## src/design/jsu_pkg.sv

```systemverilog
// Shared types, codes and helper functions of the JSON string unescape decoder.
package jsu_pkg;

  localparam int MAX_RESULTS = 3;
  localparam int FIFO_DEPTH  = 4;
  localparam int FIFO_AW     = $clog2(FIFO_DEPTH);
  localparam int FIFO_CW     = $clog2(FIFO_DEPTH + 1);

  localparam logic [1:0] ST_BYTE  = 2'd0;
  localparam logic [1:0] ST_DONE  = 2'd1;
  localparam logic [1:0] ST_ERROR = 2'd2;

  localparam logic [2:0] ERR_NONE   = 3'd0;
  localparam logic [2:0] ERR_ESCAPE = 3'd1;
  localparam logic [2:0] ERR_HEX    = 3'd2;
  localparam logic [2:0] ERR_TRUNC  = 3'd3;
  localparam logic [2:0] ERR_UNTERM = 3'd4;

  localparam logic [7:0] CH_QUOTE     = 8'h22;
  localparam logic [7:0] CH_BACKSLASH = 8'h5C;
  localparam logic [7:0] CH_SLASH     = 8'h2F;
  localparam logic [7:0] CH_B         = 8'h62;
  localparam logic [7:0] CH_F         = 8'h66;
  localparam logic [7:0] CH_N         = 8'h6E;
  localparam logic [7:0] CH_R         = 8'h72;
  localparam logic [7:0] CH_T         = 8'h74;
  localparam logic [7:0] CH_U         = 8'h75;

  typedef enum logic [2:0] {
    MODE_NORMAL = 3'd0,
    MODE_ESCAPE = 3'd1,
    MODE_HEX1   = 3'd2,
    MODE_HEX2   = 3'd3,
    MODE_HEX3   = 3'd4,
    MODE_HEX4   = 3'd5
  } mode_t;

  typedef struct packed {
    logic [7:0] in_byte;
    logic       end_of_text;
  } in_item_t;

  typedef struct packed {
    logic [7:0] out_byte;
    logic [1:0] status;
    logic [2:0] error_code;
    logic       last;
  } out_item_t;

  typedef struct packed {
    logic [1:0]                       cnt;
    out_item_t [MAX_RESULTS-1:0]      res;
  } dec_t;

  // Bit 4 flags a valid hex digit, bits 3:0 carry its value.
  function automatic logic [4:0] hex_value(input logic [7:0] c);
    logic [4:0] v;
    v = 5'd0;
    if (c >= 8'h30 && c <= 8'h39) begin
      v = {1'b1, c[3:0]};
    end else if ((c >= 8'h61 && c <= 8'h66) || (c >= 8'h41 && c <= 8'h46)) begin
      v = {1'b1, c[3:0] + 4'd9};
    end
    return v;
  endfunction

  function automatic out_item_t mk_result(input logic [7:0] b, input logic [1:0] st,
                                          input logic [2:0] err, input logic lst);
    out_item_t r;
    r.out_byte   = b;
    r.status     = st;
    r.error_code = err;
    r.last       = lst;
    return r;
  endfunction

endpackage

```

## src/design/jsu_decode.sv

```systemverilog
// Escape decoder: mode and hex registers and the per-byte result generation.
module jsu_decode (
  input  logic            clk,
  input  logic            rst_n,
  input  logic            fire,
  input  jsu_pkg::in_item_t item,
  output jsu_pkg::dec_t   dec
);
  import jsu_pkg::*;

  mode_t       mode_r, mode_nxt;
  logic [11:0] acc_r, acc_nxt;
  logic [4:0]  hv;
  logic [15:0] code;

  always_comb begin
    mode_nxt = mode_r;
    acc_nxt  = acc_r;
    dec      = '0;
    hv       = hex_value(item.in_byte);
    code     = {acc_r, hv[3:0]};
    if (code >= 16'hD800 && code <= 16'hDFFF) begin
      code = 16'hFFFD;
    end
    if (item.end_of_text) begin
      mode_nxt = MODE_NORMAL;
      acc_nxt  = '0;
      dec.cnt  = 2'd1;
      if (mode_r == MODE_HEX1 || mode_r == MODE_HEX2 || mode_r == MODE_HEX3 ||
          mode_r == MODE_HEX4) begin
        dec.res[0] = mk_result(8'd0, ST_ERROR, ERR_TRUNC, 1'b1);
      end else begin
        dec.res[0] = mk_result(8'd0, ST_ERROR, ERR_UNTERM, 1'b1);
      end
    end else begin
      case (mode_r)
        MODE_ESCAPE: begin
          mode_nxt = MODE_NORMAL;
          dec.cnt  = 2'd1;
          case (item.in_byte)
            CH_QUOTE:     dec.res[0] = mk_result(CH_QUOTE, ST_BYTE, ERR_NONE, 1'b1);
            CH_BACKSLASH: dec.res[0] = mk_result(CH_BACKSLASH, ST_BYTE, ERR_NONE, 1'b1);
            CH_SLASH:     dec.res[0] = mk_result(CH_SLASH, ST_BYTE, ERR_NONE, 1'b1);
            CH_B:         dec.res[0] = mk_result(8'h08, ST_BYTE, ERR_NONE, 1'b1);
            CH_F:         dec.res[0] = mk_result(8'h0C, ST_BYTE, ERR_NONE, 1'b1);
            CH_N:         dec.res[0] = mk_result(8'h0A, ST_BYTE, ERR_NONE, 1'b1);
            CH_R:         dec.res[0] = mk_result(8'h0D, ST_BYTE, ERR_NONE, 1'b1);
            CH_T:         dec.res[0] = mk_result(8'h09, ST_BYTE, ERR_NONE, 1'b1);
            CH_U: begin
              mode_nxt = MODE_HEX1;
              acc_nxt  = '0;
              dec.cnt  = 2'd0;
            end
            default: begin
              acc_nxt    = '0;
              dec.res[0] = mk_result(8'd0, ST_ERROR, ERR_ESCAPE, 1'b1);
            end
          endcase
        end
        MODE_HEX1, MODE_HEX2, MODE_HEX3, MODE_HEX4: begin
          if (!hv[4]) begin
            mode_nxt   = MODE_NORMAL;
            acc_nxt    = '0;
            dec.cnt    = 2'd1;
            dec.res[0] = mk_result(8'd0, ST_ERROR, ERR_HEX, 1'b1);
          end else if (mode_r != MODE_HEX4) begin
            mode_nxt = mode_t'(mode_r + 3'd1);
            acc_nxt  = {acc_r[7:0], hv[3:0]};
          end else begin
            mode_nxt = MODE_NORMAL;
            acc_nxt  = '0;
            if (code < 16'h0080) begin
              dec.cnt    = 2'd1;
              dec.res[0] = mk_result(code[7:0], ST_BYTE, ERR_NONE, 1'b1);
            end else if (code < 16'h0800) begin
              dec.cnt    = 2'd2;
              dec.res[0] = mk_result({3'b110, code[10:6]}, ST_BYTE, ERR_NONE, 1'b0);
              dec.res[1] = mk_result({2'b10, code[5:0]}, ST_BYTE, ERR_NONE, 1'b1);
            end else begin
              dec.cnt    = 2'd3;
              dec.res[0] = mk_result({4'b1110, code[15:12]}, ST_BYTE, ERR_NONE, 1'b0);
              dec.res[1] = mk_result({2'b10, code[11:6]}, ST_BYTE, ERR_NONE, 1'b0);
              dec.res[2] = mk_result({2'b10, code[5:0]}, ST_BYTE, ERR_NONE, 1'b1);
            end
          end
        end
        default: begin
          mode_nxt = MODE_NORMAL;
          if (item.in_byte == CH_QUOTE) begin
            acc_nxt    = '0;
            dec.cnt    = 2'd1;
            dec.res[0] = mk_result(8'd0, ST_DONE, ERR_NONE, 1'b1);
          end else if (item.in_byte == CH_BACKSLASH) begin
            mode_nxt = MODE_ESCAPE;
          end else begin
            dec.cnt    = 2'd1;
            dec.res[0] = mk_result(item.in_byte, ST_BYTE, ERR_NONE, 1'b1);
          end
        end
      endcase
    end
  end

  always_ff @(posedge clk) begin
    if (!rst_n) begin
      mode_r <= MODE_NORMAL;
      acc_r  <= '0;
    end else if (fire) begin
      mode_r <= mode_nxt;
      acc_r  <= acc_nxt;
    end
  end

endmodule

```

## src/design/jsu_result_fifo.sv

```systemverilog
// Result buffer taking up to three results a cycle and releasing one a cycle while out_stall is low.
module jsu_result_fifo (
  input  logic               clk,
  input  logic               rst_n,
  input  logic               push,
  input  jsu_pkg::dec_t      push_dec,
  output logic               space_ok,
  output logic               out_valid,
  input  logic               out_stall,
  output jsu_pkg::out_item_t out_data
);
  import jsu_pkg::*;

  out_item_t          ent_r [FIFO_DEPTH];
  logic [FIFO_AW-1:0] wr_r, wr_nxt, rd_r, rd_nxt;
  logic [FIFO_CW-1:0] cnt_r, cnt_nxt;
  logic [FIFO_CW-1:0] push_amt;
  logic               pop;

  assign out_valid = (cnt_r != '0);
  assign out_data  = ent_r[rd_r];
  assign pop       = out_valid && !out_stall;
  assign space_ok  = (cnt_r <= FIFO_CW'(FIFO_DEPTH - MAX_RESULTS));
  assign push_amt  = push ? FIFO_CW'(push_dec.cnt) : '0;

  always_comb begin
    wr_nxt  = wr_r + FIFO_AW'(push_amt);
    rd_nxt  = pop ? rd_r + FIFO_AW'(1) : rd_r;
    cnt_nxt = cnt_r + push_amt - (pop ? FIFO_CW'(1) : '0);
  end

  always_ff @(posedge clk) begin
    if (!rst_n) begin
      wr_r  <= '0;
      rd_r  <= '0;
      cnt_r <= '0;
    end else begin
      wr_r  <= wr_nxt;
      rd_r  <= rd_nxt;
      cnt_r <= cnt_nxt;
    end
  end

  always_ff @(posedge clk) begin
    for (int i = 0; i < MAX_RESULTS; i++) begin
      if (push && (i < int'(push_dec.cnt))) begin
        ent_r[wr_r + FIFO_AW'(i)] <= push_dec.res[i];
      end
    end
  end

endmodule

```

## src/design/json_string_unescape_decoder.sv

```systemverilog
// JSON string unescape decoder top level: input register, decoder and result buffer.
// The block takes one byte of a JSON string body per cycle while in_stall is low and
// delivers one result per cycle while out_stall is low, via the input register, decoder
// and result buffer. Plain bytes, simple escapes, a closing quote and errors give one
// result each; a \uXXXX escape gives one to three UTF-8 bytes on its fourth digit.
// Decoding waits while the four-entry result buffer holds more than one result, so after
// a three-byte code point the input stalls until the single result port drains the buffer to one result.
module json_string_unescape_decoder (
  input  logic               clk,
  input  logic               rst_n,
  input  logic               in_valid,
  output logic               in_stall,
  input  jsu_pkg::in_item_t  in_data,
  output logic               out_valid,
  input  logic               out_stall,
  output jsu_pkg::out_item_t out_data
);
  import jsu_pkg::*;

  logic     inr_vld_r, inr_vld_nxt;
  in_item_t inr_data_r;
  logic     space_ok;
  logic     fire;
  logic     accept;
  dec_t     dec;

  assign fire     = inr_vld_r && space_ok;
  assign in_stall = inr_vld_r && !fire;
  assign accept   = in_valid && !in_stall;

  always_comb begin
    inr_vld_nxt = inr_vld_r;
    if (accept) begin
      inr_vld_nxt = 1'b1;
    end else if (fire) begin
      inr_vld_nxt = 1'b0;
    end
  end

  always_ff @(posedge clk) begin
    if (!rst_n) begin
      inr_vld_r <= 1'b0;
    end else begin
      inr_vld_r <= inr_vld_nxt;
    end
  end

  always_ff @(posedge clk) begin
    if (accept) begin
      inr_data_r <= in_data;
    end
  end

  jsu_decode u_decode (
    .clk   (clk),
    .rst_n (rst_n),
    .fire  (fire),
    .item  (inr_data_r),
    .dec   (dec)
  );

  jsu_result_fifo u_fifo (
    .clk       (clk),
    .rst_n     (rst_n),
    .push      (fire),
    .push_dec  (dec),
    .space_ok  (space_ok),
    .out_valid (out_valid),
    .out_stall (out_stall),
    .out_data  (out_data)
  );

endmodule

```

## config.mk

```make
export PLATFORM = sky130hd
export DESIGN_NAME = json_string_unescape_decoder
export DESIGN_NICKNAME = d
export VERILOG_FILES = /design/src/design/jsu_pkg.sv /design/src/design/jsu_decode.sv /design/src/design/jsu_result_fifo.sv /design/src/design/json_string_unescape_decoder.sv
export SDC_FILE = /design/constraint.sdc
export NUM_CORES = 1
export LEC_CHECK = 0
export BUFFER_PORTS_ARGS = -buffer_cell sky130_fd_sc_hd__buf_2
export CORE_ASPECT_RATIO = 1.25
export CORE_UTILIZATION = 55
export CTS_CLUSTER_SIZE = 10
export DETAILED_ROUTE_END_ITERATION = 12
export GPL_TIMING_DRIVEN = 1
export PLACE_DENSITY_LB_ADDON = 0.05
export RECOVER_POWER = 100
export SETUP_SLACK_MARGIN = 0.02
export SYNTH_ARGS = -nofsm -noshare
export SYNTH_HDL_FRONTEND = slang
export SYNTH_SLANG_ARGS = --single-unit
export TNS_END_PERCENT = 20
```

## constraint.sdc

```tcl
create_clock -name clk -period 3.6 [get_ports clk]
set_input_delay 0.36 -clock clk [delete_from_list [all_inputs] [get_ports clk]]
set_output_delay 0.36 -clock clk [all_outputs]
set_load 0.02 [all_outputs]
```

; Word-level counts from Yosys, hierarchy flattened
; Memory sizes are Yosys's and may differ from the RTL's. A register that Yosys moved wholly into a read port is not among the register bits.
; Cells that the tools add are included.
[totals]
memories = 1
input_bits = 13
output_inout_bits = 16
ram_bits = 56
elab_cells = 122
regBits = 32
[memory_table]
columns = memory, depth, word_bits, rd, rd_clocked_by_memory_dff, wr, line
row1 = u_fifo.ent_r, 4, 14, 1, 1, 3, jsu_result_fifo.sv:14  ; out_item_t ent_r [FIFO_DEPTH];
[op_classes]
reduce_logical = 24
n_mux = 51
add_sub_neg = 8
n_eq_ne = 16
magnitude_cmp = 14
[op_table]
columns = operator, count
row1 = case mux 13 bit (9 select lines), 1
row2 = two-way mux 28 bit, 4
row3 = two-way mux 14 bit, 6
row4 = two-way mux 12 bit, 5
row5 = equality test 8 x 7 -> 1 bit (second input constant), 7
row6 = two-way mux 44 bit, 1
row7 = case mux 14 bit (2 select lines), 1
row8 = two-way mux 26 bit, 1
row9 = case mux 12 bit (2 select lines), 1
row10 = equality test 8 x 6 -> 1 bit (second input constant), 2
row11 = greater-or-equal comparator 16 bit (second input constant), 1
row12 = greater-or-equal comparator 8 x 7 -> 1 bit (second input constant), 2
row13 = less-or-equal comparator 16 bit (second input constant), 1
row14 = less-or-equal comparator 8 x 7 -> 1 bit (second input constant), 2
row15 = < comparator 16 x 12 -> 1 bit (second input constant), 1
row16 = < comparator 16 x 8 -> 1 bit (second input constant), 1
row17 = two-way mux 16 bit, 1
row18 = two-way mux 2 bit, 8
row19 = two-way mux 1 bit, 14
row20 = logical AND 1 bit, 11
row21 = two-way mux 5 bit, 2
row22 = two-way mux 3 bit, 3
row23 = greater-or-equal comparator 8 x 6 -> 1 bit (second input constant), 1
row24 = less-or-equal comparator 8 x 6 -> 1 bit (second input constant), 1
row25 = other kinds (25), 35

; Depth between registers and ports, before layout
[logic_depth]
depth_word = 19
mapped_depth = 15
mapped_depth_nobuf = 13

; By module
; Synthesis repeated with hierarchy kept, for this count alone.
[hier_totals]
cells_unflattened = 530
hier_area_um2 = 6297.3
[by_module_without_submodules]
columns = module, area_per_inst_um2, seq_area_each_um2, instances, cells_each
row1 = jsu_result_fifo, 4067.7, 1861.8, 1, 265
row2 = jsu_decode, 1905.6, 300.3, 1, 251
row3 = json_string_unescape_decoder, 324.1, 290.3, 1, 14

; Worst setup path after synthesis
; No wires, ideal clock.
[synth_timing]
path_kind = reg-to-reg
from = register u_decode.mode_r[1]
to = register u_fifo.cnt_r[2]
required_time_ns = 3.485
synth_period_minus_slack_ns = 3.143
path_buffers = 2
setup_ns = 0.115
path_stages_with_launch = 16
arrival_ns = 3.028
setup_slack_ns = 0.457
cell_sequence = dfxtp_1 > clkbuf_1 > and2_1 > ha_1 > or4_1 > o21a_2 > nor2_4 > and4b_4 > buf_6 > nor2_1 > ha_1 > inv_1 > fa_1 > xor2_1 > xnor2_1 > and2_1
[synth_via]
elab_chain_cells = 8
elab_cells_between_ends = 14
cone_classes = 2 x add/sub / 6 x eq/ne / 5 x mux / 1 x reduce/logical
[synth_rtl]
columns = item, line
row1 = start: declaration, jsu_decode.sv:11  ; mode_t mode_r, mode_nxt;
row2 = start signal: assignment, jsu_decode.sv:109  ; mode_r <= mode_nxt;
row3 = inequality test 3 bit, jsu_decode.sv:66  ; end else if (mode_r != MODE_HEX4) begin
row4 = two-way mux 44 bit, jsu_decode.sv:66
row5 = two-way mux 2 bit, jsu_decode.sv:61  ; if (!hv[4]) begin
row6 = case mux 2 bit (2 select lines) (*), jsu_decode.sv:36  ; case (mode_r)
row7 = two-way mux 2 bit (*), jsu_decode.sv:25  ; if (item.end_of_text) begin
row8 = two-way mux 2 bit (*), jsu_result_fifo.sv:24  ; assign push_amt = push ? FIFO_CW'(push_dec.cnt) : '0;
row9 = adder 3 bit (*), jsu_result_fifo.sv:29  ; cnt_nxt = cnt_r + push_amt - (pop ? FIFO_CW'(1) : '0);
row10 = subtractor 3 bit (*), jsu_result_fifo.sv:29
row11 = end signal: assignment, jsu_result_fifo.sv:40  ; cnt_r <= cnt_nxt;
row12 = end: declaration, jsu_result_fifo.sv:16  ; logic [FIFO_CW-1:0] cnt_r, cnt_nxt;
; Every way passes the cells marked *; elsewhere a longest branch is shown, timed or not.
; A chain may end at the register's enable or synchronous reset.

==> impl_metrics.csv <==
group,metric,value,unit
synthesis,synth-edff-count,41,
synthesis,ys_ff_latch,90,
clock_tree,clkTransAtPathRegs,0.08,ns
route,wl_met3,1.02,mm
cells_and_area,final_common_cell,"nand2_1",
clock_tree,cts_buffer_depth,2,
floorplan,dieArea,10200,um2
floorplan,coreArea,9560,um2
sta,tightest_slew,0.934,ns
sta,fin_tns_setup,0,ns
critical_path,crit_path_start_kind,"flip-flop",
hold_path,hp-class,"input pin to flip-flop",
critical_path,cp.required,3.86,ns
sta,final_hold_viol_count,0,
floorplan,io_pins,29,
synthesis,synthFlopType,"dfxtp_1",
sta,fmax,296,MHz
synthesis,yosys.area.top_type,"edfxtp_1",
cells_and_area,layout_common_cells,"nand2_1 (65), nor2_1 (55), dfxtp_1 (49)",
sta,slew_headroom,0.376,
sta,slew_violations,0,
route,drt_pass1_iterations,5,
sta,fin_crit_sh,0.937,
cells_and_area,nets,625,
sta,setup_viol,0,
sta,period_needed,3.37,ns
run,drv_cap,0,
synthesis,ys_types,79,
synthesis,synthArstFlopShare,0,
route,wl_per_cell,21.3,um
global_route,grt_max_degree,25,
floorplan,start_util,0.564,
hold_path,min_from,"in_data[1]",
cells_and_area,drive_gt1_frac,0.140,
synthesis,syn_inst,563,
global_route,antenna_found_initial,0,
route,drt_iter0_markers,449,
critical_path,worstPathArrival,3.63,ns
clock_tree,numClockSinks,90,
critical_path,crit_slowest_cell,"a211oi_2",
sta,fin_skew,0.00974,ns
cells_and_area,area_delta_synth_final,11.0,%
floorplan,die_y,113,um
floorplan,rows,40,
route,drc,0,
global_route,grt_first_pass_wirelength,24.7,mm
power,pwr_density_cell,501,nW/um2
placed_design,io_buffers,28,
placed_design,dp.cells,714,
global_route,overflow,0,
clock_tree,clock-root-buffer,"clkbuf_16",
critical_path,r2r_start,"inr_data_r[2]",
synthesis,synth_area_per_cell,9.57,um2
synthesis,yosys-top-cells-area,"edfxtp_1 (23%), dfxtp_1 (18%), mux4_2 (5.9%)",
cells_and_area,fin_cells,732,
power,ir_drop,0.000259,V
power,p_total,0.00300,W
status,status,"completed",
synthesis,ys.warnings.count,0,
route,routed.top_layer,"met4",
critical_path,crit_type,"flip-flop to flip-flop",
critical_path,crit_chain,"inv_1 > ha_1 > or3b_1 > nand3_2 > a31oi_2 > and4b_4 > a211oi_2 > clkbuf_1 > nor2_1 > a211oi_1",
placed_design,routabilityCongestion,1.00,
route,vias_per_cell,6.61,
clock_tree,cts_made_buffers,9,
floorplan,die_w,90.5,um
critical_path,slowest_delay,0.60,ns
synthesis,ys_seq_area_frac,0.410,
synthesis,synth_top_area_frac,0.228,
clock_tree,ctsHoldBuffers,0,
synthesis,syn_nets,587,
route,drt_wl_total,15.6,mm
clock_tree,clock_latency,0.35,ns
global_route,first_global_vias,4643,
placed_design,hpwl,12.0,mm
sta,rsz0062_at_grt,"false",
clock_tree,cts_tree,"yes",
power,power.leakage,2.09,nW
critical_path,critPathCaptureType,"flip-flop",
global_route,track_usage,0.316,
route,ant_nets,0,
synthesis,syn_area,5390,um2
critical_path,crit_start,"inr_data_r[2]",
route,vias,4836,
route,wl_met2,8.00,mm
critical_path,crit_fanout,12,
clock_tree,h-tree-depth,3,
route,wl_met1,5.85,mm
cells_and_area,antenna_cells,0,
==> final cells by class <==
class                           count  area [um2]
Clock buffer                        9         225
Inverter                           13        48.8
Clock inverter                      7        73.8
Multi-Input combinational cell    434        2980
Tap cell                          126         158
Fill cell                         830        3580
Timing Repair Buffer               53         279
Sequential cell                    90        2210
==> worst max-delay path: cells and delay by family, from the launching register on <==
family	cells	cell delay (ns)
AOI/OAI and AO/OA	3	0.98
adders and majority gates	1	0.24
buffers and inverters	2	0.46
DFF	1	0.48
and+or+nand+nor	4	1.12
==> layer usage <==
metal,GRT usage,up-vias
li1,-,2207
met1,0.366,2312
met2,0.566,252
met3,0.0488,65
met4,0.158,0
met5,0,-
==> flip-flops by register name, indices dropped and copies added, names as in the netlist, named ones only <==
register,flops
u_fifo.wr_r,2
u_fifo.ent_r,56
inr_vld_r,1
u_fifo.cnt_r,3
inr_data_r,9
u_fifo.rd_r,2
u_decode.mode_r,3
u_decode.acc_r,12
==> cells in the mapped netlist, drive strengths merged, types with 3 or more instances <==
library cell and instances:
nand2 66, nor2 59, dfxtp 49, edfxtp 41
a21oi 40, nand3 31, o21ai 20, and2 14
clkbuf 14, mux4 14, inv 13, mux2i 13
a21boi 12, buf 12, ha 10, nor3 10
a211oi 9, a31oi 8, nand2b 8, nor2b 8
o221ai 8, a221oi 7, a22oi 7, nand3b 6
o22ai 6, nor4 5, o21a 5, or4 5
a221o 4, and3 4, nand4 4, nor4b 4
o211ai 4, xnor2 4, and4b 3, nand4b 3
o31ai 3, or3 3, xor2 3
==> timing repair <==
item	4_1_cts	5_1_grt
gates resized for setup	0	0
setup buffers	0	2
setup endpoints to repair	0	1
==> where the power goes <==
part	switching [W]	total, W	internal (W)
combinational	0.000415	0.000729	0.000314
clock	0.000451	0.000940	0.000489
sequential	0.000129	0.00133	0.00120
==> cells by family after synthesis <==
kind of cell / after synthesis / synth area share
AOI/OAI and AO/OA: 148 / 0.195
xor gates and xnor gates: 7 / 0.0114
adders and majority gates: 11 / 0.0269
buffers and inverters: 39 / 0.0346
DFF: 90 / 0.410
muxes: 27 / 0.0827
and+or+nand+nor: 241 / 0.239
==> worst paths after layout <==
path	cells past startpoint	slack [ns]	endpoint
min	1	0.18	inr_data_r[1]
max	10	0.23	u_fifo.ent_r[1][5]
min reg2reg	2	0.46	u_fifo.ent_r[3][12]
max reg2reg	10	0.23	u_fifo.ent_r[1][5]
==> per-stage QoR <==
step	instance area (um2)	worst slack, ns	hold WS [ns]	utilization
6_report	5980	0.226	0.177	0.626
5_1_grt	5980	0.0220	0.176	0.626
3_3_place_gp	5720	0.398	0.442	0.599
3_5_place_dp	5720	0.325	0.450	0.599
2_1_floorplan	5390	0.457	0.433	-
4_1_cts	6020	0.275	0.177	0.630
Power figures use the tool's default switching activity.
